===== config.mk =====
export PLATFORM = sky130hd
export DESIGN_NAME = mf3_median
export DESIGN_NICKNAME = d
export VERILOG_FILES = /design/src/rtl/core/mf3_pkg.sv /design/src/rtl/core/mf3_median.sv
export SDC_FILE = /design/constraint.sdc
export NUM_CORES = 1
export LEC_CHECK = 0
export ABC_CLOCK_PERIOD_IN_PS = 5200
export BUFFER_PORTS_ARGS = -buffer_cell sky130_fd_sc_hd__buf_2
export CORE_MARGIN = 4
export CORE_UTILIZATION = 37
export CTS_CLUSTER_DIAMETER = 80
export DETAILED_ROUTE_END_ITERATION = 16
export GPL_TIMING_DRIVEN = 0
export SETUP_SLACK_MARGIN = 0.4
export SLEW_MARGIN = 25
export SYNTH_ARGS = -nofsm -noshare
export SYNTH_HDL_FRONTEND = slang
export SYNTH_SLANG_ARGS = --single-unit

===== constraint.sdc =====
create_clock -name clk -period 5.2 [get_ports clk]
set_input_delay 0.26 -clock clk [delete_from_list [all_inputs] [get_ports clk]]
set_output_delay 0.26 -clock clk [all_outputs]
set_load 0.02 [all_outputs]

===== src/rtl/core/mf3_pkg.sv =====
package mf3_pkg;

  // Pixel format: three 8-bit channels, index 0 red, 1 green, 2 blue
  localparam int CHAN_W   = 8;
  localparam int NUM_CHAN = 3;

  typedef logic [CHAN_W-1:0]                 chan_t;
  typedef logic [NUM_CHAN-1:0][CHAN_W-1:0]   rgb_t;

  localparam int CH_RED   = 0;
  localparam int CH_GREEN = 1;
  localparam int CH_BLUE  = 2;

  // Result beat as held in the output buffer
  typedef struct packed {
    logic last;
    rgb_t px;
  } res_t;

  // 3x3 window geometry
  localparam int WIN_DIM  = 3;
  localparam int WIN_TAPS = 9;

  // Configuration registers
  localparam int IMG_W_BITS  = 11;
  localparam int IMG_H_BITS  = 16;
  localparam int IMG_W_RESET = 640;
  localparam int IMG_H_RESET = 480;
  localparam int MIN_DIM     = 3;
  localparam int ADDR_W      = 3;
  localparam int DATA_W      = 32;

  typedef enum logic [ADDR_W-3:0] {
    REG_IMAGE_WIDTH  = 1'b0,
    REG_IMAGE_HEIGHT = 1'b1
  } reg_idx_t;

  // Output buffer
  localparam int OUT_DEPTH = 8;
  localparam int OUT_PTR_W = $clog2(OUT_DEPTH);
  localparam int OUT_CNT_W = $clog2(OUT_DEPTH + 1);

  function automatic chan_t min2(input chan_t a, input chan_t b);
    return (a < b) ? a : b;
  endfunction

  function automatic chan_t max2(input chan_t a, input chan_t b);
    return (a > b) ? a : b;
  endfunction

  // Median of three values
  function automatic chan_t med3(input chan_t a, input chan_t b, input chan_t c);
    return max2(min2(a, b), min2(max2(a, b), c));
  endfunction

endpackage


===== src/rtl/core/mf3_median.sv =====
// Three-stage median-of-nine for all channels at once.
// Stage 1 sorts each window row, stage 2 reduces across rows,
// stage 3 takes the median of the three survivors.
module mf3_median import mf3_pkg::*; (
  input  logic clk,
  input  logic rst,
  input  logic in_valid,
  input  logic in_last,
  input  rgb_t taps [WIN_TAPS],
  output logic out_valid,
  output logic out_last,
  output rgb_t med
);

  rgb_t row_lo  [WIN_DIM];
  rgb_t row_mid [WIN_DIM];
  rgb_t row_hi  [WIN_DIM];
  rgb_t row_lo_next  [WIN_DIM];
  rgb_t row_mid_next [WIN_DIM];
  rgb_t row_hi_next  [WIN_DIM];
  logic st1_valid, st1_last;

  rgb_t lo_max, mid_med, hi_min;
  rgb_t lo_max_next, mid_med_next, hi_min_next;
  logic st2_valid, st2_last;

  rgb_t med_next;

  // Stage 1: sort each row of the window
  always_comb begin
    for (int r = 0; r < WIN_DIM; r++) begin
      for (int c = 0; c < NUM_CHAN; c++) begin
        row_lo_next[r][c]  = min2(min2(taps[r*WIN_DIM][c], taps[r*WIN_DIM+1][c]),
                                  taps[r*WIN_DIM+2][c]);
        row_hi_next[r][c]  = max2(max2(taps[r*WIN_DIM][c], taps[r*WIN_DIM+1][c]),
                                  taps[r*WIN_DIM+2][c]);
        row_mid_next[r][c] = med3(taps[r*WIN_DIM][c], taps[r*WIN_DIM+1][c],
                                  taps[r*WIN_DIM+2][c]);
      end
    end
  end

  // Stage 2: largest low, median of mids, smallest high
  always_comb begin
    for (int c = 0; c < NUM_CHAN; c++) begin
      lo_max_next[c]  = max2(max2(row_lo[0][c], row_lo[1][c]), row_lo[2][c]);
      mid_med_next[c] = med3(row_mid[0][c], row_mid[1][c], row_mid[2][c]);
      hi_min_next[c]  = min2(min2(row_hi[0][c], row_hi[1][c]), row_hi[2][c]);
    end
  end

  // Stage 3: final median
  always_comb begin
    for (int c = 0; c < NUM_CHAN; c++) begin
      med_next[c] = med3(lo_max[c], mid_med[c], hi_min[c]);
    end
  end

  always_ff @(posedge clk) begin
    if (rst) begin
      st1_valid <= 1'b0;
      st2_valid <= 1'b0;
      out_valid <= 1'b0;
    end else begin
      st1_valid <= in_valid;
      st2_valid <= st1_valid;
      out_valid <= st2_valid;
    end
  end

  always_ff @(posedge clk) begin
    row_lo   <= row_lo_next;
    row_mid  <= row_mid_next;
    row_hi   <= row_hi_next;
    st1_last <= in_last;
    lo_max   <= lo_max_next;
    mid_med  <= mid_med_next;
    hi_min   <= hi_min_next;
    st2_last <= st1_last;
    med      <= med_next;
    out_last <= st2_last;
  end

endmodule

==> run_results.csv <==
group,metric,value,unit
run_status,status,"complete, no violations",
finish,area_growth_syn_to_layout,27.0,%
logic_synthesis,synth-async-reset-ratio,0,
finish,fin_nets,4307,
grt,grt_pass1_vias,23468,
clocking,root_buffer,"clkbuf_16",
logic_synthesis,syn_area,28300,sq um
finish,fillCellCount,7145,
setup_path,cp_num_buf_inv,6,
setup_path,crit_fanout,8,
clocking,clk_pin_slew_worst_paths,0.06,ns
sta,fin_crit_sh,0.972,
setup_path,cpMaxStageDelayCell,"or4_1",
placed_design,post-place-ws,-0.491,ns
setup_path,crit_type,"flop to flop",
clocking,cts_buffers,41,
placed_design,place.gp.congestion,0.882,
floorplan,core_area,75900,sq um
setup_path,r2r-end,"mid_med[21]",
logic_synthesis,yosysWarnings,0,
min_path,hold_class,"input pin to flop",
grt,grt-ovfl-total,0,
route,drt_first_pass_iters,5,
sta,setup_viol_count_final,0,
logic_synthesis,synth-edff-count,0,
floorplan,die_w,285,microns
setup_path,max_stage_delay,0.41,ns
route,totalWireLength,81200,microns
clocking,clock_path_buffers,3,
logic_synthesis,avgSynthCellArea,9.25,sq um
sta,period_needed,5.06,ns
floorplan,core.rowCount,101,
logic_synthesis,syn_inst,3061,
clocking,cts_num_sinks,318,
route,drtIter0Drc,1058,
setup_path,reg2reg_depth,26,
setup_path,arrival,5.51,ns
clocking,cts_tree,"yes",
grt,grt_max_degree,14,
min_path,hold_end,"row_hi[16]",
floorplan,die_h,285,microns
logic_synthesis,ys_seq_area_frac,0.225,
route,wl_per_cell,17.5,microns
grt,grt_first_pass_wirelength,124000,microns
setup_path,required,5.65,ns
sta,fin_ws,0.143,ns
sta,tns,0,ns
setup_path,end_kind,"flop",
logic_synthesis,synth_ff_type,"dfxtp_1",
setup_path,r2r_start,"row_mid[47]",
route,avgViaCountPerCell,5.19,
sta,worst_slew_pin_slew,0.878,ns
grt,grt_use_total,0.187,
floorplan,die-area,81000,sq um
grt,grt_antenna_before_repair,8,
clocking,clk_latency,0.56,ns
sta,max_freq,198,MHz
sta,grt_setup_unrepaired,"true",
placed_design,post-dp-hpwl,63700,microns
placed_design,placed_cell_area,30900,sq um
floorplan,io_pins,246,
placed_design,numPortBuffers,245,
floorplan,initial_core_util,0.373,
sta,finalClockSkew,0.0185,ns
logic_synthesis,syn_nets,3788,
sta,hold_viol_final,0,
min_path,min_path_cells,3,
logic_synthesis,synth_cell_type_count,75,
min_path,worstHoldStart,"taps[16]",
setup_path,r2r_slack,0.14,ns
logic_synthesis,yosys_register_bits,318,
run,drv_cap,0,
finish,fin_util,0.473,
sta,slew_headroom,0.415,
finish,drive_above_1_share,0.315,
setup_path,start_kind,"flop",
finish,fin_area,35900,sq um
route,num_vias,24122,
clocking,htree_num_levels,2,
route,ant_nets,0,
sta,maxSlewViolCount,0,
setup_path,crit_family,"compound AO/OA/AOI/OAI gates",
route,drc_errors,0,
-- state kept, by name (all words and copies together), names as in the netlist --
register and cells:
lo_max 24, st1_valid 1, st2_valid 1, row_hi 72, st2_last 1, hi_min 24, mid_med 24, out_valid 1
row_mid 72, med 24, row_lo 72, st1_last 1, out_last 1
-- cell usage after synthesis (16+ instances only) --
cell | instances | area share
nor2_1 | 61 | 0.0081
nor2b_1 | 55 | 0.012
o211ai_1 | 49 | 0.013
clkbuf_1 | 25 | 0.0033
nand2_1 | 112 | 0.015
inv_1 | 439 | 0.058
and3_1 | 32 | 0.0071
ha_1 | 507 | 0.22
mux2i_1 | 247 | 0.087
mux2_2 | 325 | 0.13
a21oi_1 | 153 | 0.027
buf_2 | 16 | 0.0028
nand2b_1 | 33 | 0.0073
dfxtp_1 | 318 | 0.22
o21ai_0 | 120 | 0.021
nand4_1 | 101 | 0.022
a21o_1 | 88 | 0.023
o21a_1 | 55 | 0.015
nand3_1 | 79 | 0.014
-- worst max-delay path by stage --
stage	cells after the start	from	endpoint	slack, ns
after CTS	24	row_mid[25]	mid_med[1]	0.18
final	26	row_mid[47]	mid_med[21]	0.14
after floorplan	22	mid_med[1]	med[0]	0.40
after global placement	24	row_mid[41]	mid_med[18]	-0.51
after global routing	26	row_mid[46]	mid_med[21]	-0.07
after detailed placement	24	row_mid[41]	mid_med[18]	-0.49
-- final cells by class --
class	instances	area (sq um)	share of cell area
Tap cell	1030	1290	0.0359
Clock buffer	47	1080	0.0300
Clock inverter	25	337	0.00936
Inverter	439	1660	0.0461
Timing Repair Buffer	471	3250	0.0904
Antenna cell	6	15.0	0.000418
Buffer	53	440	0.0123
Multi-Input combinational cell	2254	21400	0.597
Timing Repair inverter	2	15.0	0.000418
Sequential cell	318	6420	0.179
-- repair_timing --
item                       CTS  global route
pin swaps                   71           133
hold endpoints to repair    73             0
buffers inserted            83            78
gates cloned                 5             3
hold buffers                62             0
setup endpoints to repair  110           120
resized for setup          160           239
-- cell families (layout without fill, tap and decap cells) --
kind of cell,after synthesis,after routing,share of synthesized area
mux,596,596,0.231
buf+inv,492,1037,0.0669
other cells,0,6,0
fa+ha+maj,507,507,0.224
flops,318,318,0.225
simple gates,548,548,0.107
compound gates,600,603,0.146
-- placed cells by master, fill, tap and decap left out, types with 14 or more instances in the layout --
cell type        n
o211ai_1        49
mux2i_1        236
buf_4          143
clkbuf_1        14
nand3_1         68
nand2_1        104
a21oi_1        117
o21ai_0        100
nand2b_1        27
clkbuf_16       43
a21o_1          88
o21ai_1         19
a21oi_2         31
ha_1           476
dlygate4sd3_1   62
o21a_1          52
buf_2          252
nor2_1          56
dfxtp_2         32
buf_6           28
dfxtp_1        282
inv_1          428
and3_1          24
nor2b_1         47
ha_4            30
mux2_4          35
mux2_2         305
nand4_1        101
-- routing by layer --
layer	wire, microns	global-route usage
met4	2050	0.0543
met1	37700	0.251
met2	38000	0.316
met3	3410	0.0240
met5	0	0
-- stage by stage --
| step | hold slack [ns] | cells |
|---|---|---|
| after floorplan | 0.288 | 3061 |
| after global placement | 0.311 | 4336 |
| after global routing | 0.00669 | 4645 |
| after CTS | 0.00229 | 4558 |
| final | 0.0353 | 4645 |
| after detailed placement | 0.316 | 4336 |
-- tightest hold or removal path, cell delays in order --
cell     delay (ns)
buf_2          0.13
inv_1          0.07
mux2i_1        0.07
Power is not shown: default switching activity piles up to over one toggle a cycle in this logic, so the estimate is an artifact.
